File: src/rtl/core/bounded_list_insert_erase_assert.svh
// Assertion helpers for the bounded list block.
`ifndef BOUNDED_LIST_INSERT_ERASE_ASSERT_SVH
`define BOUNDED_LIST_INSERT_ERASE_ASSERT_SVH

`ifndef NO_ASSERTIONS

// Check a property on a given clock, disabled while reset is asserted.
`define BLIE_ASSERT_CLK(lbl, clk, rst_n, prop, msg) \
  lbl: assert property (@(posedge clk) disable iff (!rst_n) (prop)) else $error(msg);

// Same, on the standard clk_i / rst_ni pair.
`define BLIE_ASSERT(lbl, prop, msg) \
  `BLIE_ASSERT_CLK(lbl, clk_i, rst_ni, prop, msg)

`else

`define BLIE_ASSERT_CLK(lbl, clk, rst_n, prop, msg)
`define BLIE_ASSERT(lbl, prop, msg)

`endif

`endif

File: src/rtl/core/blie_pkg.sv
`timescale 1ns / 1ps
`default_nettype none

package blie_pkg;

  localparam int unsigned DataW = 32;

  // Operation codes carried by a transaction
  typedef enum logic [2:0] {
    FN_APPEND  = 3'd0,
    FN_REMOVE  = 3'd1,
    FN_INSERT  = 3'd2,
    FN_ERASE   = 3'd3,
    FN_REVERSE = 3'd4,
    FN_CLEAR   = 3'd5,
    FN_LIST    = 3'd6
  } func_e;

  // Result status codes
  typedef enum logic [1:0] {
    ST_OK   = 2'd0,
    ST_FULL = 2'd1,
    ST_BAD  = 2'd2,
    ST_NONE = 2'd3
  } status_e;

  // Per-cycle command broadcast along the cell chain
  typedef enum logic [2:0] {
    CO_HOLD,
    CO_WRITE,
    CO_INSERT,
    CO_ERASE,
    CO_ROTATE
  } cell_op_e;

  // Sequencer states
  typedef enum logic [1:0] {
    SQ_IDLE,
    SQ_REV,
    SQ_LIST
  } state_e;

endpackage

`default_nettype wire

File: src/rtl/core/bounded_list_insert_erase.sv
`timescale 1ns / 1ps
`default_nettype none

`include "bounded_list_insert_erase_assert.svh"

// Bounded ordered list of up to DEPTH signed 32-bit values.
// A transaction is taken on a rising edge with start_i high and busy_o low;
// func_i selects append, remove last, insert, erase, reverse, clear or list.
// Every result is shown for exactly one cycle with done_o high; last_o marks
// the final result of a transaction. count_out_o and empty_flag_o give the
// list size after the operation.
// Timing: results are registered at the accepting edge. Append, remove,
// insert, erase and clear leave busy_o low, so a new transaction can be
// taken every cycle. Reverse of n values rotates the cell chain n-1 times,
// one rotation per cycle, with busy_o high until the last rotation. List
// of n values shifts the chain once per emitted value: n results, one per
// cycle, with busy_o dropping as the final result is shown.
// Reset empties the list at once; stored values need no clearing.
// The receiver cannot stall: results must be taken when done_o is high.
module bounded_list_insert_erase import blie_pkg::*; #(
  parameter int unsigned DEPTH = 16,
  localparam int unsigned CntW = $clog2(DEPTH + 1)
) (
  input  wire logic             clk_i,
  input  wire logic             rst_ni,
  input  wire logic             start_i,
  output logic                  busy_o,
  input  wire logic [2:0]       func_i,
  input  wire logic [CntW-1:0]  position_i,
  input  wire logic [DataW-1:0] item_value_i,
  output logic                  done_o,
  output logic      [DataW-1:0] element_out_o,
  output logic                  last_o,
  output logic      [CntW-1:0]  count_out_o,
  output logic                  empty_flag_o,
  output logic      [1:0]       status_o
);

  localparam logic [CntW-1:0] Full = CntW'(DEPTH);
  localparam logic [CntW-1:0] One  = CntW'(1);
  localparam logic [CntW-1:0] Two  = CntW'(2);

  state_e           state_d, state_q;
  logic [CntW-1:0]  count_d, count_q;
  logic [CntW-1:0]  step_d, step_q;
  logic             done_d, done_q;
  logic [DataW-1:0] elem_d, elem_q;
  logic             last_d, last_q;
  status_e          status_d, status_q;

  cell_op_e         cop;
  logic [CntW-1:0]  cpos, cbound;
  logic             accept;

  logic [DataW-1:0] cell_data [DEPTH];
  logic [DataW-1:0] left_w    [DEPTH];
  logic [DataW-1:0] right_w   [DEPTH];

  assign busy_o = (state_q != SQ_IDLE);
  assign accept = start_i && !busy_o;

  // Cell chain with neighbor links
  for (genvar g = 0; g < DEPTH; g++) begin : g_cell
    if (g == 0) begin : g_first
      assign left_w[g] = cell_data[g];
    end else begin : g_mid
      assign left_w[g] = cell_data[g-1];
    end
    if (g == DEPTH - 1) begin : g_tail
      assign right_w[g] = cell_data[g];
    end else begin : g_inner
      assign right_w[g] = cell_data[g+1];
    end

    blie_cell #(
      .CntW (CntW),
      .Idx  (g)
    ) u_cell (
      .clk_i   (clk_i),
      .op_i    (cop),
      .pos_i   (cpos),
      .bound_i (cbound),
      .value_i (item_value_i),
      .left_i  (left_w[g]),
      .right_i (right_w[g]),
      .head_i  (cell_data[0]),
      .data_o  (cell_data[g])
    );
  end

  // Sequencer: decode, bounds checks, multi-cycle reverse and list
  always_comb begin
    state_d  = state_q;
    count_d  = count_q;
    step_d   = step_q;
    done_d   = 1'b0;
    elem_d   = '0;
    last_d   = 1'b1;
    status_d = ST_OK;
    cop      = CO_HOLD;
    cpos     = position_i;
    cbound   = count_q;

    case (state_q)
      SQ_IDLE: begin
        if (accept) begin
          done_d = 1'b1;
          case (func_e'(func_i))
            FN_APPEND: begin
              if (count_q == Full) begin
                status_d = ST_FULL;
              end else begin
                cop     = CO_WRITE;
                cpos    = count_q;
                count_d = count_q + One;
              end
            end
            FN_REMOVE: begin
              if (count_q == '0) begin
                status_d = ST_BAD;
              end else begin
                count_d = count_q - One;
              end
            end
            FN_INSERT: begin
              if (count_q == Full) begin
                status_d = ST_FULL;
              end else if (position_i > count_q) begin
                status_d = ST_BAD;
              end else begin
                cop     = CO_INSERT;
                count_d = count_q + One;
              end
            end
            FN_ERASE: begin
              if (position_i >= count_q) begin
                status_d = ST_BAD;
              end else begin
                cop     = CO_ERASE;
                count_d = count_q - One;
              end
            end
            FN_REVERSE: begin
              if (count_q >= Two) begin
                cop = CO_ROTATE;
                if (count_q > Two) begin
                  state_d = SQ_REV;
                  step_d  = count_q - One;
                end
              end
            end
            FN_CLEAR: count_d = '0;
            FN_LIST: begin
              if (count_q == '0) begin
                status_d = ST_NONE;
              end else begin
                elem_d = cell_data[0];
                last_d = (count_q == One);
                cop    = CO_ROTATE;
                if (count_q > One) begin
                  state_d = SQ_LIST;
                  step_d  = count_q - One;
                end
              end
            end
            default: status_d = ST_OK;
          endcase
        end
      end
      SQ_REV: begin
        // Rotate the shrinking prefix; head lands at its end
        cop    = CO_ROTATE;
        cbound = step_q;
        step_d = step_q - One;
        if (step_q == Two) state_d = SQ_IDLE;
      end
      SQ_LIST: begin
        // Emit head and rotate the whole list
        done_d = 1'b1;
        elem_d = cell_data[0];
        last_d = (step_q == One);
        cop    = CO_ROTATE;
        step_d = step_q - One;
        if (step_q == One) state_d = SQ_IDLE;
      end
      default: state_d = SQ_IDLE;
    endcase
  end

  // Control registers
  always_ff @(posedge clk_i or negedge rst_ni) begin
    if (!rst_ni) begin
      state_q <= SQ_IDLE;
      count_q <= '0;
      step_q  <= '0;
      done_q  <= 1'b0;
    end else begin
      state_q <= state_d;
      count_q <= count_d;
      step_q  <= step_d;
      done_q  <= done_d;
    end
  end

  // Result payload
  always_ff @(posedge clk_i) begin
    elem_q   <= elem_d;
    last_q   <= last_d;
    status_q <= status_d;
  end

  assign done_o        = done_q;
  assign element_out_o = elem_q;
  assign last_o        = last_q;
  assign count_out_o   = count_q;
  assign empty_flag_o  = (count_q == '0);
  assign status_o      = status_q;

  // Checks
  `BLIE_ASSERT(a_count_bound, count_q <= Full, "list count above capacity")
  `BLIE_ASSERT(a_more_pending, (done_q && !last_q) |-> busy_o,
               "non-final result but sequencer idle")
  `BLIE_ASSERT(a_list_emits, (state_q == SQ_LIST) |=> done_q,
               "list step produced no result")
  `BLIE_ASSERT(a_rev_size, (state_q == SQ_REV) |-> (count_q > Two),
               "reverse running on a short list")

endmodule

`default_nettype wire

File: src/rtl/core/blie_cell.sv
`timescale 1ns / 1ps
`default_nettype none

// One storage slot of the list; picks its next value from the broadcast
// command and its two neighbors.
module blie_cell import blie_pkg::*; #(
  parameter int unsigned CntW = 5,
  parameter int unsigned Idx  = 0
) (
  input  wire logic             clk_i,
  input  wire cell_op_e         op_i,
  input  wire logic [CntW-1:0]  pos_i,
  input  wire logic [CntW-1:0]  bound_i,
  input  wire logic [DataW-1:0] value_i,
  input  wire logic [DataW-1:0] left_i,
  input  wire logic [DataW-1:0] right_i,
  input  wire logic [DataW-1:0] head_i,
  output logic      [DataW-1:0] data_o
);

  localparam logic [CntW-1:0] IdxC  = CntW'(Idx);
  localparam logic [CntW-1:0] IdxP1 = CntW'(Idx + 1);

  logic [DataW-1:0] data_d, data_q;

  // Next-value select
  always_comb begin
    data_d = data_q;
    case (op_i)
      CO_HOLD: data_d = data_q;
      CO_WRITE: begin
        if (IdxC == pos_i) data_d = value_i;
      end
      CO_INSERT: begin
        if (IdxC == pos_i) begin
          data_d = value_i;
        end else if (IdxC > pos_i && IdxC <= bound_i) begin
          data_d = left_i;
        end
      end
      CO_ERASE: begin
        if (IdxC >= pos_i && IdxP1 < bound_i) data_d = right_i;
      end
      CO_ROTATE: begin
        if (IdxP1 < bound_i) begin
          data_d = right_i;
        end else if (IdxP1 == bound_i) begin
          data_d = head_i;
        end
      end
      default: data_d = data_q;
    endcase
  end

  // Storage, no reset: contents are defined once written
  always_ff @(posedge clk_i) begin
    data_q <= data_d;
  end

  assign data_o = data_q;

endmodule

`default_nettype wire
File: config.mk
export PLATFORM = sky130hd
export DESIGN_NAME = bounded_list_insert_erase
export DESIGN_NICKNAME = d
export VERILOG_FILES = /design/src/rtl/core/blie_pkg.sv /design/src/rtl/core/bounded_list_insert_erase.sv /design/src/rtl/core/blie_cell.sv
export VERILOG_INCLUDE_DIRS = /design/src /design/src/rtl/core
export SDC_FILE = /design/constraint.sdc
export NUM_CORES = 2
export LEC_CHECK = 0
export BUFFER_PORTS_ARGS = -buffer_cell sky130_fd_sc_hd__buf_4
export CELL_PAD_IN_SITES_DETAIL_PLACEMENT = 0
export CELL_PAD_IN_SITES_GLOBAL_PLACEMENT = 1
export CORE_ASPECT_RATIO = 1.2
export CORE_MARGIN = 2
export CORE_UTILIZATION = 40
export DETAILED_ROUTE_END_ITERATION = 7
export HOLD_SLACK_MARGIN = 0.05
export PLACE_DENSITY = 0.71
export SYNTH_ARGS = -nofsm -noshare
export SYNTH_HDL_FRONTEND = slang
export SYNTH_HIERARCHICAL = 1
export SYNTH_SLANG_ARGS = --single-unit
File: constraint.sdc
create_clock -name clk_i -period 23.9 [get_ports clk_i]
set_input_delay 2.39 -clock clk_i [delete_from_list [all_inputs] [get_ports clk_i]]
set_output_delay 2.39 -clock clk_i [all_outputs]
set_load 0.03 [all_outputs]
==> After elaboration in Yosys (flattened, before gate mapping) <==
Index checks and enable logic that the tools add are counted.
{ "word_totals": {"register_bits": 560, "out_inout_bits": 43, "wordCells": 439, "input_bits": 43} }
{ "classes": {"magnitude_cmp": 66, "eq_ne": 122, "reduce_logical": 64, "muxes": 161, "n_addsub": 3} }
{ "ops": {"columns": ["op", "n"], "rows": [
  ["32-bit two-way mux", 95],
  ["32-bit one-hot mux with 4 select lines", 14],
  ["32-bit one-hot mux with 3 select lines", 2],
  ["3-bit by 1-bit != test with 1-bit output, second input constant", 30],
  ["4-bit by 5-bit equality test with 1-bit output, first input constant", 16],
  ["5-bit two-way mux", 15],
  ["5-bit AND reduction", 15],
  ["2-bit by 1-bit != test with 1-bit output, second input constant", 33],
  ["32-bit one-hot mux with 2 select lines", 1],
  ["3-bit by 5-bit equality test with 1-bit output, first input constant", 8],
  ["4-bit by 5-bit greater-than comparator with 1-bit output, first input constant", 8],
  ["4-bit by 5-bit <= comparator with 1-bit output, first input constant", 8],
  ["4-bit by 5-bit less-than comparator with 1-bit output, first input constant", 8],
  ["4-bit by 5-bit greater-or-equal comparator with 1-bit output, first input constant", 7],
  ["1-bit logical AND", 31],
  ["2-bit two-way mux", 15],
  ["5-bit one-hot mux with 5 select lines", 1],
  ["2-bit by 5-bit equality test with 1-bit output, first input constant", 4],
  ["3-bit by 5-bit greater-or-equal comparator with 1-bit output, first input constant", 4],
  ["3-bit by 5-bit greater-than comparator with 1-bit output, first input constant", 4],
  ["3-bit by 5-bit <= comparator with 1-bit output, first input constant", 4],
  ["3-bit by 5-bit less-than comparator with 1-bit output, first input constant", 4],
  ["5-bit one-hot mux with 2 select lines", 2],
  ["2-bit != test, second input constant", 9],
  ["other kinds (48)", 78]
]} }

==> Depth between registers and ports, before layout <==
{ "logic_depth": {"ltp_word": 10, "mapped_depth": 16, "depth_no_buf": 12} }

==> By module <==
The synthesis kept the hierarchy.
{ "modules_own_cells": {"columns": ["module", "area_each_um2", "cells_per_inst", "instances", "seq_area_each_um2"], "rows": [
  ["blie_cell (g_cell[2].u_cell)", 3460.8, 353, 1, 960.9],
  ["blie_cell (g_cell[6].u_cell)", 3095.5, 388, 1, 960.9],
  ["blie_cell (g_cell[13].u_cell)", 3032.9, 307, 1, 960.9],
  ["blie_cell (g_cell[9].u_cell)", 2879.0, 350, 1, 960.9],
  ["blie_cell (g_cell[4].u_cell)", 2850.2, 284, 1, 960.9],
  ["blie_cell (g_cell[3].u_cell)", 2756.4, 283, 1, 960.9],
  ["blie_cell (g_cell[7].u_cell)", 2641.3, 266, 1, 960.9],
  ["blie_cell (g_cell[11].u_cell)", 2610.0, 239, 1, 960.9],
  ["blie_cell (g_cell[10].u_cell)", 2597.5, 306, 1, 960.9],
  ["blie_cell (g_cell[5].u_cell)", 2555.0, 267, 1, 960.9],
  ["blie_cell (g_cell[14].u_cell)", 2523.7, 267, 1, 960.9],
  ["blie_cell (g_cell[1].u_cell)", 2493.6, 233, 1, 960.9],
  ["bounded_list_insert_erase", 2481.1, 276, 1, 1026.0],
  ["blie_cell (g_cell[12].u_cell)", 2240.9, 218, 1, 960.9],
  ["+3 rows", null, null, null, null]
]} }

==> Worst setup path after synthesis <==
No wires, ideal clock.
{ "synth_timing": {"path_type": "in2reg", "startpoint": "input position_i[4]", "endpoint": "register g_cell[0].u_cell.data_q[0], enable pin", "setup_ps": 511, "t_arrival_ps": 9222, "setup_slack_ps": 14167, "stages": 8, "required_time_ps": 23389, "n_path_buf": 0, "cell_sequence": "ha_1 and4_1 a21bo_2 nor3_1 nand2_1 a21oi_1 nor2_1 o41ai_1"} }
{ "synth_between": {"word_cells_on_any_way": 25, "classes_between": "3 x order compare; 7 x eq/ne; 10 x mux; 5 x reduce/logical"} }
{ "synth_rtl": {"columns": ["item", "line", "source"], "rows": [
  ["start, declared", "bounded_list_insert_erase.sv:29", "input wire logic [CntW-1:0] position_i,"],
  ["5-bit greater-or-equal comparator (*)", "bounded_list_insert_erase.sv:136", "if (position_i >= count_q) begin"],
  ["2-bit two-way mux (*)", "bounded_list_insert_erase.sv:136", null],
  ["3-bit one-hot mux with 5 select lines (*)", "bounded_list_insert_erase.sv:108", "case (func_e'(func_i))"],
  ["3-bit two-way mux (*)", "bounded_list_insert_erase.sv:106", "if (accept) begin"],
  ["3-bit one-hot mux with 2 select lines (*)", "bounded_list_insert_erase.sv:104", "case (state_q)"],
  ["via cop[0]", "bounded_list_insert_erase.sv:51", "cell_op_e cop;"],
  ["3-bit by 1-bit equality test with 1-bit output or 3-bit by 2-bit equality test with 1-bit output (tied branches)", "blie_cell.sv:29", "case (op_i)"],
  ["2-bit OR reduction (no line)", null, null],
  ["2-bit by 1-bit != test with 1-bit output (no line) or 3-bit nonzero test (tied branches)", null, null],
  ["4-bit AND reduction (no line) (*)", null, null],
  ["end signal, assigned", "blie_cell.sv:57", "data_q <= data_d;"],
  ["end, declared", "blie_cell.sv:24", "logic [DataW-1:0] data_d, data_q;"]
]} }
Mark *: on every way through the listed nets, which the timed path passes. The rest lies on a longest branch.
A chain may end at the register's enable or synchronous reset.

==> Final worst setup path <==
{ "layout_timing": {"startpoint": "input position_i[4]", "endpoint": "register g_cell[3].u_cell.data_q[17], enable pin"} }
{ "layout_between": {"word_cells_on_any_way": 27, "classes_between": "4 x order compare; 9 x eq/ne; 10 x mux; 4 x reduce/logical"} }
{ "layout_rtl": {"columns": ["item", "line"], "rows": [
  ["5-bit greater-or-equal comparator (*)", "bounded_list_insert_erase.sv:136"],
  ["2-bit two-way mux (*)", "bounded_list_insert_erase.sv:136"],
  ["3-bit one-hot mux with 5 select lines (*)", "bounded_list_insert_erase.sv:108"],
  ["3-bit two-way mux (*)", "bounded_list_insert_erase.sv:106"],
  ["3-bit one-hot mux with 2 select lines (*)", "bounded_list_insert_erase.sv:104"],
  ["via cop[0]", "bounded_list_insert_erase.sv:51"],
  ["3-bit equality test, or another cell as far along", "blie_cell.sv:29"],
  ["3-bit by 1-bit != test with 1-bit output (no line), or another cell as far along", null],
  ["5-bit AND reduction (no line) (*)", null],
  ["end signal, assigned", "blie_cell.sv:57"],
  ["end, declared", "blie_cell.sv:24"]
]} }
Marks and branches as above.

==> flow_metrics.env <==
export IMPL_status="completed"
export IMPL_nFillCells=10608
export IMPL_endpoint_kind="register"
export IMPL_synth_fa_ha_area_share_pct=0.480
export IMPL_grt_start_max_net_pins=139
export IMPL_cts_buffers=70
export IMPL_hold_path_class="register to register"
export IMPL_dpl_cell_area_mm2=0.0454
export IMPL_synth_top_family_by_area="compound AO/OA/AOI/OAI gates"
export IMPL_track_usage_pct=34.4
export IMPL_yosysTopAreaCell="edfxtp_1"
export IMPL_ys_seq_area_share_pct=37.0
export IMPL_dpl_cell_count=5674
export IMPL_critPathKind="input port to register"
export IMPL_cp_start_kind="input port"
export IMPL_cts_setup_buffers=0
export IMPL_ys_top_cells_by_area="edfxtp_1 35%, nand2_1 4.0%, mux2i_1 3.3%"
export IMPL_die_x_um=308
export IMPL_synth_compound_area_share_pct=32.4
export IMPL_first_pass_iters=7
export IMPL_dominantRegCellSynth="edfxtp_1"
export IMPL_postRouteAntennaNets=0
export IMPL_power_density_mw_per_mm2=164
export IMPL_grt_pass1_vias=38685
export IMPL_grt_first_pass_wirelength_um=285000
export IMPL_fin_crit_sh_pct=28.8
export IMPL_io_buffers=85
export IMPL_drtIter0Drc=5829
export IMPL_layout_drive_gt1_share_pct=17.6
export IMPL_yosys_area_share_xor_xnor_pct=0.178
export IMPL_multi_input_area_mm2=0.0252
export IMPL_drv_cap=0
export IMPL_area_delta_synth_final_pct=7.55
export IMPL_post_cts_resized=0
export IMPL_fin_setup_tns_ns=0
export IMPL_p_leak_nw=16.0
export IMPL_clock_path_buffers=3
export IMPL_register_area_mm2=0.0164
export IMPL_mostFrequentLayoutCell="edfxtp_1"
export IMPL_skew_ns=0.0306
export IMPL_post_dp_hpwl_um=125000
export IMPL_yosysWarnings=6
export IMPL_std_cell_rows=133
export IMPL_crit_fanout=49
export IMPL_tightestPinTransition_ns=1.22
export IMPL_via_per_inst=7.18
export IMPL_asyncSetResetFlopFracSynth_pct=2.32
export IMPL_hold_viol_final=0
export IMPL_start_util_pct=40.4
export IMPL_cts_htree_levels=3
export IMPL_rsz0062_at_grt="no"
export IMPL_ctsHoldBuffers=0
export IMPL_synth_seq_cells=560
export IMPL_whs_ns=0.555
export IMPL_slew_headroom_pct=18.4
export IMPL_synth_edf_count=512
export IMPL_grt_overflow=0
export IMPL_final_cell_mix="512 x edfxtp_1, 470 x nand2_1, 268 x nor2_1"
export IMPL_io_pins=86
export IMPL_fin_cells=5808
export IMPL_cts_root_buf="clkbuf_16"
export IMPL_synth_distinct_cells=146
export IMPL_synthCells=4495
export IMPL_clock_sinks=560
export IMPL_die_y_um=369
export IMPL_antenna_found_initial=7
export IMPL_arrival_ns=7.24
export IMPL_yosysTopAreaCellShare_pct=34.7
export IMPL_design_area_mm2=0.0477
export IMPL_wire_per_inst_um=34.8
export IMPL_worstPathRequired_ns=24.26
export IMPL_die_area_mm2=0.114
export IMPL_fmax_mhz=145
export IMPL_core_area_mm2=0.110
export IMPL_nNetsFinal=4389
export IMPL_clkSlewWorstSetupHoldPaths_ns=0.06
export IMPL_routed_wl_um=202000
export IMPL_synth_area_mm2=0.0443
export IMPL_clk_latency_ns=0.70
export IMPL_synth_simple_area_share_pct=16.4
export IMPL_synth_mux_area_fraction_pct=6.66
export IMPL_cts_tree="built"
export IMPL_syn_avg_cell_area_um2=9.86
export IMPL_place_congestion=0.917
export IMPL_postLayoutCoreUtil_pct=43.4
export IMPL_drc=0
export IMPL_setup_viol=0
export IMPL_finalMaxSlewViolations=0
export IMPL_ir_drop_v=0.000113
export IMPL_syn_nets=4555
export IMPL_period_minus_slack_ns=6.88
export IMPL_vias=41692
-- worst max-delay path: stages --
cell and delay, ns:
buf_4 0.11, ha_1 0.32, and4_1 0.24, a21bo_2 0.24
nor3_1 0.20, nand2_1 0.12, a21oi_4 0.14, buf_4 0.48
buf_4 0.70, buf_4 0.57, xnor2_1 0.18, nor4_1 0.09
a311oi_4 0.88, buf_4 0.43
-- cell type report --
class / count / share of cell area, %
Sequential cell: 560 / 34.4
Inverter: 69 / 0.543
Clock inverter: 33 / 0.572
Multi-Input combinational cell: 3404 / 52.9
Tap cell: 1417 / 3.72
Timing Repair Buffer: 224 / 3.68
Antenna cell: 6 / 0.0315
Clock buffer: 95 / 4.17
-- synth_stat cells (34+ instances only) --
master	number
a211oi_1	50
a21oi_1	246
a221o_1	112
a221oi_2	34
a22o_1	126
a2bb2oi_1	67
a31oi_1	136
a32oi_1	47
and2_1	52
and3_1	56
and3b_1	35
buf_2	132
buf_6	75
clkbuf_1	190
dfxtp_1	35
edfxtp_1	512
inv_1	67
mux2_1	56
mux2_2	56
mux2i_1	145
nand2_1	470
nand2b_1	62
nor2_1	269
nor2b_1	75
o211ai_1	46
o21a_1	42
o21ai_0	193
o21ai_1	43
o221ai_1	105
o22ai_1	34
or3_1	36
or3b_1	38
-- cells by family after synthesis --
group | Yosys count
buffers and inverters | 531
muxes | 273
and+or+nand+nor | 1344
adders and majority gates | 17
AOI/OAI and AO/OA | 1761
xor gates and xnor gates | 9
DFF | 560
-- layer usage --
layer	wire, um	vias to the layer above	global-route usage, %
li1	-	17576	-
met1	75000	20645	42.8
met2	89000	2773	52.0
met3	19700	698	6.39
met4	18700	0	27.8
met5	0	-	0
-- report_power, final --
group / internal (mW) / switching [mW] / total, mW
registers: 1.77 / 0.639 / 2.40
logic: 1.65 / 2.68 / 4.33
clock network: 0.610 / 0.492 / 1.10
total: 4.02 / 3.81 / 7.84
-- sequential cells by signal, summed over array words and instances (netlist names) --
signal and cells:
element_out_o 32, done_o 1, status_o 2, step_q 5, g_cell.u_cell/data_o 512, state_q 2
last_o 1, count_out_o 5
-- stage by stage --
stage / worst slack [ns] / power (mW)
finish: 17.02 / 7.84
global route: 16.86 / 8.11
CTS: 17.22 / 7.69
detailed placement: 16.53 / 6.59
global placement: 16.53 / 6.52
floorplan: 14.17 / 5.27
-- final timing paths --
path	start	end	slack [ns]	cells past startpoint
worst max-delay path	position_i[4]	g_cell[3].u_cell/data_o[17]	17.02	14
worst min-delay path	step_q[4]	step_q[4]	0.55	2
worst max register to register	count_out_o[1]	g_cell[3].u_cell/data_o[17]	17.93	14
worst min register to register	step_q[4]	step_q[4]	0.55	2
max in group asynchronous	rst_ni	count_out_o[3]	22.16	1
min in group asynchronous	rst_ni	step_q[0]	1.56	1
Power figures use the tool's default switching activity.
